--- config.mk ---
export PLATFORM = sky130hd
export DESIGN_NAME = stepper_quadratic_delay_profile_unit
export DESIGN_NICKNAME = d
export VERILOG_FILES = /design/src/rtl/sqdp_pkg.sv /design/src/rtl/sqdp_mul.sv /design/src/rtl/stepper_quadratic_delay_profile_unit.sv
export SDC_FILE = /design/constraint.sdc
export NUM_CORES = 1
export LEC_CHECK = 0
export BUFFER_PORTS_ARGS = -buffer_cell sky130_fd_sc_hd__buf_2
export CAP_MARGIN = 20
export CORE_UTILIZATION = 64
export CTS_CLUSTER_SIZE = 28
export DETAILED_ROUTE_END_ITERATION = 10
export PLACE_DENSITY_LB_ADDON = 0.2
export RECOVER_POWER = 50
export SLEW_MARGIN = 20
export SYNTH_ARGS = -nofsm -noshare
export SYNTH_HDL_FRONTEND = slang
export SYNTH_SLANG_ARGS = --single-unit
export TNS_END_PERCENT = 30
--- constraint.sdc ---
create_clock -name clk -period 5.2 [get_ports clk]
set_input_delay 1.04 -clock clk [delete_from_list [all_inputs] [get_ports clk]]
set_output_delay 1.04 -clock clk [all_outputs]
set_load 0.01 [all_outputs]
--- src/rtl/sqdp_pkg.sv ---
// ----------------------------------------------------------------------------
// sqdp_pkg
// Shared widths, codes, types and helpers of the quadratic delay profile unit.
// ----------------------------------------------------------------------------
`default_nettype none

package sqdp_pkg;

	// field widths
	localparam int STEPS_W = 16;
	localparam int POS_W   = 21;
	localparam int INC_W   = 16;
	localparam int COEF_W  = 16;
	localparam int SCALE_W = 12;
	localparam int DELAY_W = 16;

	// shift-add unit: product register holds (a*x*x + b) * scale exactly
	localparam int PROD_W  = 69;
	localparam int MPLR_W  = 21;
	localparam int FRAC_W  = 40;
	localparam int B_SHIFT = 32;

	// stream and configuration widths
	localparam int S_DATA_W   = 8;
	localparam int M_DATA_W   = 24;
	localparam int CFG_IDX_W  = 3;
	localparam int CFG_DATA_W = 21;

	// configuration register indexes
	localparam logic [CFG_IDX_W-1:0] REG_TOTAL_STEPS = 3'd0;
	localparam logic [CFG_IDX_W-1:0] REG_X_START     = 3'd1;
	localparam logic [CFG_IDX_W-1:0] REG_X_END       = 3'd2;
	localparam logic [CFG_IDX_W-1:0] REG_X_INCREMENT = 3'd3;
	localparam logic [CFG_IDX_W-1:0] REG_COEF_A      = 3'd4;
	localparam logic [CFG_IDX_W-1:0] REG_OFFSET_B    = 3'd5;
	localparam logic [CFG_IDX_W-1:0] REG_DELAY_SCALE = 3'd6;

	// configuration reset values
	localparam logic [STEPS_W-1:0]       TOTAL_STEPS_RST = 16'd267;
	localparam logic signed [POS_W-1:0]  X_START_RST     = -21'sd98304;
	localparam logic signed [POS_W-1:0]  X_END_RST       = 21'sd98304;
	localparam logic [INC_W-1:0]         X_INCREMENT_RST = 16'd737;
	localparam logic [COEF_W-1:0]        COEF_A_RST      = 16'd512;
	localparam logic [COEF_W-1:0]        OFFSET_B_RST    = 16'd64;
	localparam logic [SCALE_W-1:0]       DELAY_SCALE_RST = 12'd500;

	// pulse phase codes
	localparam logic [1:0] PH_IDLE = 2'd0;
	localparam logic [1:0] PH_HIGH = 2'd1;
	localparam logic [1:0] PH_LOW  = 2'd2;

	// input kinds
	localparam logic ACT_START = 1'b0;
	localparam logic ACT_TICK  = 1'b1;

	typedef struct packed {
		logic              load;
		logic [PROD_W-1:0] mcand;
		logic [MPLR_W-1:0] mplier;
		logic [PROD_W-1:0] acc_init;
	} mul_cmd_t;

	typedef struct packed {
		logic              busy;
		logic [PROD_W-1:0] prod;
	} mul_sts_t;

	// a half period lasts at least one tick
	function automatic logic [DELAY_W-1:0] half_len(input logic [DELAY_W-1:0] d);
		return (d == '0) ? DELAY_W'(1) : d;
	endfunction

endpackage

`default_nettype wire

--- src/rtl/sqdp_mul.sv ---
// ----------------------------------------------------------------------------
// sqdp_mul
// Shift-add multiply-accumulate unit, one multiplier bit per cycle.
// ----------------------------------------------------------------------------
`default_nettype none

module sqdp_mul
	import sqdp_pkg::*;
(
	input  wire           clk,
	input  wire           arst_n,
	input  wire mul_cmd_t cmd,
	output mul_sts_t      sts
);

	logic              busy_q;
	logic [PROD_W-1:0] acc_q;
	logic [PROD_W-1:0] mcand_q;
	logic [MPLR_W-1:0] mplier_q;

	always_ff @(posedge clk or negedge arst_n) begin
		if (!arst_n) begin
			busy_q <= 1'b0;
		end else if (cmd.load) begin
			busy_q <= |cmd.mplier;
		end else if (busy_q) begin
			busy_q <= |mplier_q[MPLR_W-1:1];
		end
	end

	always_ff @(posedge clk) begin
		if (cmd.load) begin
			acc_q    <= cmd.acc_init;
			mcand_q  <= cmd.mcand;
			mplier_q <= cmd.mplier;
		end else if (busy_q) begin
			if (mplier_q[0]) begin
				acc_q <= acc_q + mcand_q;
			end
			mcand_q  <= mcand_q << 1;
			mplier_q <= mplier_q >> 1;
		end
	end

	assign sts.busy = busy_q;
	assign sts.prod = acc_q;

endmodule

`default_nettype wire

--- src/rtl/stepper_quadratic_delay_profile_unit.sv ---
// ----------------------------------------------------------------------------
// stepper_quadratic_delay_profile_unit
// Step pulse generator whose half period follows floor((a*x*x + b) * scale).
// ----------------------------------------------------------------------------
//
//  channel  | direction | fields
//  ---------+-----------+--------------------------------------------------
//  s_*      | in        | tuser: action (0 start, 1 tick); tdata: direction
//  m_*      | out       | tdata: pulse, direction, busy, delay; tlast: done
//  cfg_*    | in        | cfg_index selects a register, cfg_data its value
//
//  Every transaction on s_* gives one transaction on m_*. Items that do not
//  begin a step are updated, then loaded into the output register. Items that
//  begin a step run three passes of the shared shift-add unit (x*x, times a
//  plus b, times scale), one multiplier bit per cycle and stopping when the
//  remaining multiplier bits are zero, before the output register load.
//  s_tready is high only in the idle state; a pending output transaction
//  does not block acceptance until the next result is ready. Reset clears
//  state and loads the register defaults.
// ----------------------------------------------------------------------------
`default_nettype none

module stepper_quadratic_delay_profile_unit
	import sqdp_pkg::*;
(
	input  wire                   clk,
	input  wire                   arst_n,
	// input stream
	input  wire                   s_tvalid,
	output logic                  s_tready,
	input  wire  [S_DATA_W-1:0]   s_tdata,   // [0] direction, [7:1] zero
	input  wire  [0:0]            s_tuser,   // [0] action
	// output stream
	output logic                  m_tvalid,
	input  wire                   m_tready,
	output logic [M_DATA_W-1:0]   m_tdata,   // [0] pulse_level, [1] direction_level,
	                                         // [2] busy_res, [18:3] step_delay_us,
	                                         // [23:19] zero
	output logic                  m_tlast,   // move_done
	// configuration writes
	input  wire                   cfg_valid,
	output logic                  cfg_ready,
	input  wire  [CFG_IDX_W-1:0]  cfg_index,
	input  wire  [CFG_DATA_W-1:0] cfg_data
);

	// sequencer states
	localparam logic [2:0] ST_IDLE   = 3'd0;
	localparam logic [2:0] ST_SQ_LD  = 3'd1;
	localparam logic [2:0] ST_SQ_RUN = 3'd2;
	localparam logic [2:0] ST_A_LD   = 3'd3;
	localparam logic [2:0] ST_A_RUN  = 3'd4;
	localparam logic [2:0] ST_S_LD   = 3'd5;
	localparam logic [2:0] ST_S_RUN  = 3'd6;
	localparam logic [2:0] ST_EMIT   = 3'd7;

	localparam logic signed [POS_W:0] POS_MAX = (POS_W+1)'((2 ** (POS_W - 1)) - 1);

	// configuration registers
	logic [STEPS_W-1:0]      total_steps_q;
	logic signed [POS_W-1:0] x_start_q;
	logic signed [POS_W-1:0] x_end_q;
	logic [INC_W-1:0]        x_inc_q;
	logic [COEF_W-1:0]       coef_a_q;
	logic [COEF_W-1:0]       offset_b_q;
	logic [SCALE_W-1:0]      scale_q;

	// move state
	logic [2:0]              state_q;
	logic                    dir_q;
	logic [STEPS_W-1:0]      step_q;
	logic signed [POS_W-1:0] pos_q;
	logic [DELAY_W-1:0]      half_delay_q;
	logic [DELAY_W-1:0]      delay_left_q;
	logic [1:0]              phase_q;
	logic                    done_q;

	// output register
	logic                    m_tvalid_q;
	logic [M_DATA_W-1:0]     m_tdata_q;
	logic                    m_tlast_q;

	mul_cmd_t mul_cmd;
	mul_sts_t mul_sts;

	logic                    accept;
	logic                    in_action;
	logic                    in_dir;
	logic                    is_idle;
	logic                    empty_move;
	logic [DELAY_W-1:0]      dl_dec;
	logic [STEPS_W-1:0]      step_inc;
	logic signed [POS_W:0]   pos_next;
	logic signed [POS_W-1:0] pos_sat;
	logic [POS_W-1:0]        pos_abs;
	logic [DELAY_W-1:0]      delay_sat;
	logic                    emit_go;
	logic                    busy_now;

	assign cfg_ready = 1'b1;
	assign s_tready  = (state_q == ST_IDLE);
	assign accept    = s_tvalid && s_tready;
	assign in_action = s_tuser[0];
	assign in_dir    = s_tdata[0];

	// phase code 3 is never produced but counts as idle
	assign is_idle    = (phase_q != PH_HIGH) && (phase_q != PH_LOW);
	assign empty_move = (total_steps_q == '0) || (x_start_q >= x_end_q);
	assign dl_dec     = delay_left_q - DELAY_W'(1);
	assign step_inc   = step_q + STEPS_W'(1);
	assign pos_next   = (POS_W+1)'(pos_q) + $signed({{(POS_W+1-INC_W){1'b0}}, x_inc_q});
	assign pos_sat    = (pos_next > POS_MAX) ? POS_MAX[POS_W-1:0] : pos_next[POS_W-1:0];
	assign pos_abs    = pos_q[POS_W-1] ? POS_W'(-pos_q) : POS_W'(pos_q);

	// drop the Q.40 fraction, saturate at the delay width
	assign delay_sat = (|mul_sts.prod[PROD_W-1:FRAC_W+DELAY_W]) ? '1
		: mul_sts.prod[FRAC_W+DELAY_W-1:FRAC_W];

	assign emit_go  = (state_q == ST_EMIT) && (!m_tvalid_q || m_tready);
	assign busy_now = (phase_q == PH_HIGH) || (phase_q == PH_LOW);

	// operand selection for the shared multiplier
	always_comb begin
		mul_cmd.load     = 1'b0;
		mul_cmd.mcand    = mul_sts.prod;
		mul_cmd.mplier   = '0;
		mul_cmd.acc_init = '0;
		unique case (state_q)
			ST_SQ_LD: begin
				mul_cmd.load   = 1'b1;
				mul_cmd.mcand  = PROD_W'(pos_abs);
				mul_cmd.mplier = MPLR_W'(pos_abs);
			end
			ST_A_LD: begin
				mul_cmd.load     = 1'b1;
				mul_cmd.mplier   = MPLR_W'(coef_a_q);
				mul_cmd.acc_init = PROD_W'({offset_b_q, {B_SHIFT{1'b0}}});
			end
			ST_S_LD: begin
				mul_cmd.load   = 1'b1;
				mul_cmd.mplier = MPLR_W'(scale_q);
			end
			default: begin
			end
		endcase
	end

	sqdp_mul u_mul (
		.clk    (clk),
		.arst_n (arst_n),
		.cmd    (mul_cmd),
		.sts    (mul_sts)
	);

	// configuration writes; unknown indexes are dropped
	always_ff @(posedge clk or negedge arst_n) begin
		if (!arst_n) begin
			total_steps_q <= TOTAL_STEPS_RST;
			x_start_q     <= X_START_RST;
			x_end_q       <= X_END_RST;
			x_inc_q       <= X_INCREMENT_RST;
			coef_a_q      <= COEF_A_RST;
			offset_b_q    <= OFFSET_B_RST;
			scale_q       <= DELAY_SCALE_RST;
		end else if (cfg_valid) begin
			unique case (cfg_index)
				REG_TOTAL_STEPS: total_steps_q <= cfg_data[STEPS_W-1:0];
				REG_X_START:     x_start_q     <= $signed(cfg_data[POS_W-1:0]);
				REG_X_END:       x_end_q       <= $signed(cfg_data[POS_W-1:0]);
				REG_X_INCREMENT: x_inc_q       <= cfg_data[INC_W-1:0];
				REG_COEF_A:      coef_a_q      <= cfg_data[COEF_W-1:0];
				REG_OFFSET_B:    offset_b_q    <= cfg_data[COEF_W-1:0];
				REG_DELAY_SCALE: scale_q       <= cfg_data[SCALE_W-1:0];
				default: begin
				end
			endcase
		end
	end

	// item sequencer
	always_ff @(posedge clk or negedge arst_n) begin
		if (!arst_n) begin
			state_q      <= ST_IDLE;
			dir_q        <= 1'b0;
			step_q       <= '0;
			pos_q        <= '0;
			half_delay_q <= '0;
			delay_left_q <= '0;
			phase_q      <= PH_IDLE;
			done_q       <= 1'b0;
		end else begin
			unique case (state_q)
				ST_IDLE: begin
					if (accept) begin
						done_q  <= 1'b0;
						state_q <= ST_EMIT;
						if (is_idle) begin
							phase_q <= PH_IDLE;
						end
						if (in_action == ACT_START) begin
							if (is_idle) begin
								dir_q  <= in_dir;
								step_q <= '0;
								pos_q  <= x_start_q;
								if (empty_move) begin
									half_delay_q <= '0;
									delay_left_q <= '0;
									done_q       <= 1'b1;
								end else begin
									state_q <= ST_SQ_LD;
								end
							end
						end else if (!is_idle) begin
							delay_left_q <= dl_dec;
							if (dl_dec == '0) begin
								if (phase_q == PH_HIGH) begin
									phase_q      <= PH_LOW;
									delay_left_q <= half_len(half_delay_q);
								end else begin
									step_q <= step_inc;
									pos_q  <= pos_sat;
									if ((step_inc >= total_steps_q)
										|| (pos_next >= (POS_W+1)'(x_end_q))) begin
										phase_q      <= PH_IDLE;
										delay_left_q <= '0;
										done_q       <= 1'b1;
									end else begin
										state_q <= ST_SQ_LD;
									end
								end
							end
						end
					end
				end
				ST_SQ_LD:  state_q <= ST_SQ_RUN;
				ST_SQ_RUN: if (!mul_sts.busy) state_q <= ST_A_LD;
				ST_A_LD:   state_q <= ST_A_RUN;
				ST_A_RUN:  if (!mul_sts.busy) state_q <= ST_S_LD;
				ST_S_LD:   state_q <= ST_S_RUN;
				ST_S_RUN: begin
					if (!mul_sts.busy) begin
						half_delay_q <= delay_sat;
						delay_left_q <= half_len(delay_sat);
						phase_q      <= PH_HIGH;
						state_q      <= ST_EMIT;
					end
				end
				ST_EMIT: begin
					// hold until the output register is free
					if (emit_go) begin
						state_q <= ST_IDLE;
					end
				end
				default: state_q <= ST_IDLE;
			endcase
		end
	end

	// output register: advance on load, drop valid once taken
	always_ff @(posedge clk or negedge arst_n) begin
		if (!arst_n) begin
			m_tvalid_q <= 1'b0;
		end else if (emit_go) begin
			m_tvalid_q <= 1'b1;
		end else if (m_tready) begin
			m_tvalid_q <= 1'b0;
		end
	end

	always_ff @(posedge clk) begin
		if (emit_go) begin
			m_tdata_q <= M_DATA_W'({half_delay_q, busy_now, dir_q, phase_q == PH_HIGH});
			m_tlast_q <= done_q;
		end
	end

	assign m_tvalid = m_tvalid_q;
	assign m_tdata  = m_tdata_q;
	assign m_tlast  = m_tlast_q;

endmodule

`default_nettype wire

; ---- Word level (Yosys, flattened, before mapping)
; Cells that the tools add are included.
[totals]
reg_bits = 375
inputBits = 38
out_inout_bits = 28
wordCells = 174
[classes]
add_sub_neg = 5
order_cmp = 4
n_eq_ne = 30
muxes = 73
n_bitwise = 1
reduce_logical = 39
[ops]
columns = op, n
row1 = $mux 69, 6
row2 = $mux 16, 20
row3 = $mux 21, 9
row4 = $add 69x69->69, 1
row5 = $logic_not 16->1, 4
row6 = $pmux 16 s2, 2
row7 = $pmux 21 s3, 1
row8 = $mux 48, 1
row9 = $mux 3, 12
row10 = $pmux 3 s8, 1
row11 = $add 21x17->22, 1
row12 = $ge 22x21->1, 1
row13 = $gt 22x21->1 const B, 1
row14 = $eq 3x3->1 const B, 7
row15 = $ge 21x21->1, 1
row16 = $neg 21->21, 1
row17 = $reduce_or 21->1, 1
row18 = $reduce_or 20->1, 1
row19 = $reduce_and 2->1, 9
row20 = $reduce_and 6->1, 3
row21 = $add 16x1->16 const B, 1
row22 = $ge 16x16->1, 1
row23 = $mux 2, 8
row24 = $ne 2x2->1 const B, 8
row25 = 21 further kinds, 51

; ---- Logic depth before layout (Yosys ltp)
[depth]
word_depth = 10
ltp_mapped = 21
ltp_nobuf = 20

; ---- Hierarchy
; A second synthesis with hierarchy kept.
[unflattened]
hier_cells = 2428
hier_area_um2 = 23981.8
[by_module_without_submodules]
columns = module, instances, cells_each, area_per_inst_um2
row1 = stepper_quadratic_delay_profile_unit, 1, 1399, 13244.0
row2 = sqdp_mul, 1, 1029, 10737.8

; ---- Least setup slack after synthesis
; Ideal clock, no wire load.
[synth_timing]
path_type = reg2reg
start = reg state_q[0]
end = reg u_mul.mcand_q[0] (enable)
setup_ns = 0.453
arrival_time_ns = 3.758
required_ns = 4.747
path_slack_ns = 0.990
path_stages_with_launch = 8
n_path_buf = 4
cell_sequence = dfrtp_1 -> ha_1 -> nor2b_1 -> clkbuf_1 -> clkbuf_1 -> clkbuf_1 -> clkbuf_1 -> or3_1
[synth_via]
elab_chain_len = 4
[synth_rtl]
columns = element, line
row1 = start: declaration, stepper_quadratic_delay_profile_unit.sv:69  ; logic [2:0] state_q;
row2 = start signal: assignment, stepper_quadratic_delay_profile_unit.sv:183  ; state_q <= ST_IDLE;
row3 = start signal: assignment, stepper_quadratic_delay_profile_unit.sv:196  ; state_q <= ST_EMIT;
row4 = start signal: assignment, stepper_quadratic_delay_profile_unit.sv:210  ; state_q <= ST_SQ_LD;
row5 = $eq 3x3->1 (tied with other cells), stepper_quadratic_delay_profile_unit.sv:128  ; unique case (state_q)
row6 = $reduce_or 3->1 (no line) (*), n/a
row7 = $mux 1 (*), stepper_quadratic_delay_profile_unit.sv:128
row8 = $reduce_bool 2->1 (no line) (*), n/a
row9 = end signal: assignment, sqdp_mul.sv:34  ; mcand_q <= cmd.mcand;
row10 = end signal: assignment, sqdp_mul.sv:40  ; mcand_q <= mcand_q << 1;
row11 = end: declaration, sqdp_mul.sv:18  ; logic [PROD_W-1:0] mcand_q;
; Mark *: on every way between the ends. The rest lies on a longest branch, timed or not.
; A chain may end at the register's enable or synchronous reset.

; ---- Final worst setup path
[layout_timing]
start = reg pos_q[8]
end = reg state_q[1]
[layout_via]
elab_chain_len = 10
[layout_rtl]
columns = element, line
row1 = start: declaration, stepper_quadratic_delay_profile_unit.sv:72  ; logic signed [POS_W-1:0] pos_q;
row2 = start signal: assignment, stepper_quadratic_delay_profile_unit.sv:204  ; pos_q <= x_start_q;
row3 = start signal: assignment, stepper_quadratic_delay_profile_unit.sv:221  ; pos_q <= pos_sat;
row4 = $add 21x17->22, stepper_quadratic_delay_profile_unit.sv:111  ; assign pos_next = (POS_W+1)'(pos_q) + $signed({{(POS_W+1-INC_W){1'b0}}, x_inc_q});
row5 = $ge 22x21->1, stepper_quadratic_delay_profile_unit.sv:223  ; || (pos_next >= (POS_W+1)'(x_end_q))) begin
row6 = $logic_or 1x1->1, stepper_quadratic_delay_profile_unit.sv:223
row7 = $mux 3, stepper_quadratic_delay_profile_unit.sv:222  ; if ((step_inc >= total_steps_q)
row8 = $mux 3, stepper_quadratic_delay_profile_unit.sv:216  ; if (phase_q == PH_HIGH) begin
row9 = $mux 3, stepper_quadratic_delay_profile_unit.sv:215  ; if (dl_dec == '0) begin
row10 = $mux 3, stepper_quadratic_delay_profile_unit.sv:213  ; end else if (!is_idle) begin
row11 = $mux 3, stepper_quadratic_delay_profile_unit.sv:200  ; if (in_action == ACT_START) begin
row12 = $mux 3, stepper_quadratic_delay_profile_unit.sv:194  ; if (accept) begin
row13 = $pmux 3 s8, stepper_quadratic_delay_profile_unit.sv:192  ; unique case (state_q)
row14 = end signal: assignment, stepper_quadratic_delay_profile_unit.sv:196
row15 = end signal: assignment, stepper_quadratic_delay_profile_unit.sv:210
row16 = end signal: assignment, stepper_quadratic_delay_profile_unit.sv:228  ; state_q <= ST_SQ_LD;
; No other way between the ends. The select of a mux whose other input is x is not followed.

==> results_dict.tcl <==
set metrics [dict create \
    hold_viol_final 0 \
    initial_utilization_pct 64.9 \
    required_ps 5640 \
    fin_worst_skew_ps 18.4 \
    synth_cell_types 74 \
    area_growth_syn_to_layout_pct 8.60 \
    die_area_um2 36800 \
    dpl.cell_count 2834 \
    holdPathEnd "m_tdata[1]" \
    seq_area_um2 10300 \
    drv_slew 115 \
    portBuffers 52 \
    grt_pass1_vias 18287 \
    cts_buffer_depth 3 \
    synth-edff-count 179 \
    maxCapViolations 4 \
    cp-start-kind "flop" \
    gr-total-overflow 0 \
    final_util_pct 70.5 \
    antenna_found_initial 0 \
    p_sw_share_pct 42.4 \
    worstMarginPinSlew_ps 2430 \
    clkSinkCount 375 \
    layout-drive-gt1-share_pct 11.3 \
    grt_use_total_pct 32.9 \
    reg2reg_slack_ps 440 \
    numCtsBuffers 42 \
    p_int_mw 10.1 \
    ir_worst_vdd_v 0.000481 \
    drc_errors 0 \
    powerDensity_nw_per_um2 698 \
    p_leak_nw 10.8 \
    status "complete, but fails checks" \
    clk_latency_ps 580 \
    seq_power_share_pct 32.1 \
    hp-class "reg -> reg" \
    insertedDiodeCount 0 \
    fin_cells 2911 \
    boundaryPins 66 \
    routed_wl_um 59300 \
    r2r_start "pos_q[8]" \
    viasPerCell 6.38 \
    avgSynthCellArea_um2 9.57 \
    period_share_pct 91.5 \
    power.switching_mw 7.43 \
    fp.coreArea_um2 35600 \
    tns_ps 0 \
    crit_arrival_ps 5200 \
    wl_per_cell_um 20.4 \
    synth_ff_type "edfxtp_1" \
    cts_tree "yes" \
    cp_max_fo 5 \
    filler_cell_count 2708 \
    multi_input_area_um2 11900 \
    combPwrFrac_pct 50.0 \
    ys_warn_count 0 \
    fp.dieH_um 192 \
    slew_headroom_pct -62.2 \
    cts-root-buf "clkbuf_16" \
    setup_viol 0 \
    violations "max-capacitance violations, max-slew violations" \
    hold_start "dir_q" \
    rows 69 \
    antenna_left 0 \
    cts.clk_slew.worst_paths_ps 60 \
    holdBufCountCts 0 \
    worst_setup_path_end_kind "flop" \
    min_period_ps 4760 \
    gp_congestion 0.945 \
    grt_pass1_wl_um 95500 \
    fin_ws_ps 442 \
    nets 2610 \
    die_w_um 192 \
    async_reset_ff_share_pct 52.3 \
    worstSetupPathType "reg -> reg" \
    netlist_area_um2 23100 \
    drt_iter0_markers 1414 \
    hpwl_um 41000 \
    post-place-ws_ps 415 \
    yosysSeqAreaShare_pct 44.7 \
    reg2reg_depth 18 \
    fmax_mhz 210 \
    vias 18583 \
    r2r_end "state_q[1]" \
    rsz0062_at_grt "false" \
    htree_levels 2 \
    clockPowerShare_pct 17.9 \
    first_pass_iters 6 \
    syn_inst 2412 \
    grt_start_max_net_pins 105 \
    synth_seq_cells 375 \
    min_path_cells 0 \
]
## through the flow
step	total power, mW	cell area (um2)	hold WS, ps
2_1_floorplan	12.1	23100	421
3_5_place_dp	14.3	23700	452
4_1_cts	17.5	25200	454
6_report	17.5	25100	451
5_1_grt	18.8	25100	462
3_3_place_gp	14.0	23700	431
## placed cells by master, fill, tap and decap left out, drive strengths merged, types with 21 or more instances in the layout
cell / instances
dfrtp: 172
nand4: 37
inv: 106
edfxtp: 179
xnor2: 62
or3: 21
clkbuf: 90
o21bai: 21
o21ai: 177
dfstp: 24
mux2: 107
nor3: 52
nand3: 48
nand2: 317
a21o: 72
o31ai: 21
buf: 47
nor2: 169
ha: 153
xor2: 40
a21oi: 198
nor4: 27
a211oi: 34
## synthesized netlist by cell type (5+ instances only)
library cell  count  area share (%)
o31ai_1          21            0.68
edfxtp_1        179              23
mux2i_1          20            0.87
and4_1            5            0.19
a21oi_1         198             4.3
or3_1            21            0.57
o21ai_0         175             3.8
mux2_2          107             5.2
dfrtp_1         172              19
ha_1            153             8.3
and2_1            9            0.24
nor2_1          169             2.7
nor3_1           51             1.1
or4_1            11            0.36
dfstp_2          24             2.7
clkbuf_1         97             1.6
nor3b_1           8            0.26
a31oi_1          17            0.46
a21o_1           72             2.3
a31o_2            5            0.19
o21bai_1         21            0.68
inv_1           103             1.7
nand3_1          48             1.0
buf_2             7            0.15
or2_2            10            0.27
xnor2_1          62             2.4
a211oi_1         33             1.1
nand2_1         317             5.2
o211ai_1         14            0.46
nand2b_1         20            0.54
a22o_1           15            0.57
a21boi_0          6            0.20
buf_1             8            0.13
buf_4             6            0.20
o21a_1           18            0.59
nand4_1          37             1.0
nor2b_1          15            0.41
a22oi_1           7            0.23
nor4_1           27            0.73
xor2_1           40             1.5
and3_1           12            0.33
o22ai_1          10            0.27
## metal layers
layer  track usage [%]  share of wire, %
met1              43.1                43
met2              55.5                48
met3              3.73               5.1
met4              14.0               4.0
met5                 0                 0
## cell type report
cell class / instances / area share, %
clock inverters: 17 / 0.669
well taps: 461 / 2.30
multi-input cells: 1818 / 47.7
flip-flops and latches: 375 / 41.1
repair buffers: 77 / 1.59
clock buffers: 60 / 5.12
inverters: 103 / 1.54
## state kept, by name, summed over array words and instances (netlist names), 19 cells and up
signal and flops:
u_mul.acc_q 69, u_mul.mcand_q 69, pos_q 21, u_mul.mplier_q 21, x_end_q 21, x_start_q 21, m_tdata 19
## worst max-delay path by stage
stage               startpoint                to  slack (ps)  depth (start not counted)
global route          pos_q[8]        state_q[2]          80                         18
finish                pos_q[8]        state_q[1]         440                         18
CTS                 x_inc_q[0]        state_q[1]         410                         18
floorplan           state_q[0]  u_mul.mcand_q[0]         990                          7
global placement    x_inc_q[0]        state_q[2]         530                         20
detailed placement  x_inc_q[0]        state_q[1]         410                         18
## worst max-delay path, cell delays in order (launching register included)
cell,delay [ps]
dfrtp_1,450
ha_1,360
a2111o_1,450
nor3_1,150
o21a_1,200
o31ai_1,150
a211oi_1,490
nor3b_1,130
xor2_1,210
ha_1,280
a21o_1,190
a21o_1,170
a21oi_1,140
o21ai_0,100
a211oi_1,260
xnor2_1,280
nand2_1,150
o31ai_1,340
a31oi_1,130
## what timing repair did
action                                 4_1_cts  5_1_grt
endpoints found under the hold margin        0        0
resized for setup                            0        1
buffers inserted                             0        0
setup endpoints to repair                    0        4
## power groups by stage
stage	clock network, mW	logic [mW]	registers (mW)
4_1_cts	3.16	8.71	5.61
6_report	3.13	8.76	5.62
3_5_place_dp	0	8.64	5.64
3_3_place_gp	0	8.38	5.59
5_1_grt	3.27	9.76	5.74
2_1_floorplan	0	6.63	5.44
## logic make-up (layout without fill, tap and decap cells)
kind of cell	after synthesis	count (layout)	share of synthesized area, %
AOI/OAI and AO/OA	655	655	17.6
DFF	375	375	44.7
and+or+nand+nor	773	773	15.4
other	2	6	0.0325
xor gates and xnor gates	102	102	3.87
buffers and inverters	223	257	3.84
adders and majority gates	155	155	8.47
muxes	127	127	6.09
(Power assumes the default switching activity.)
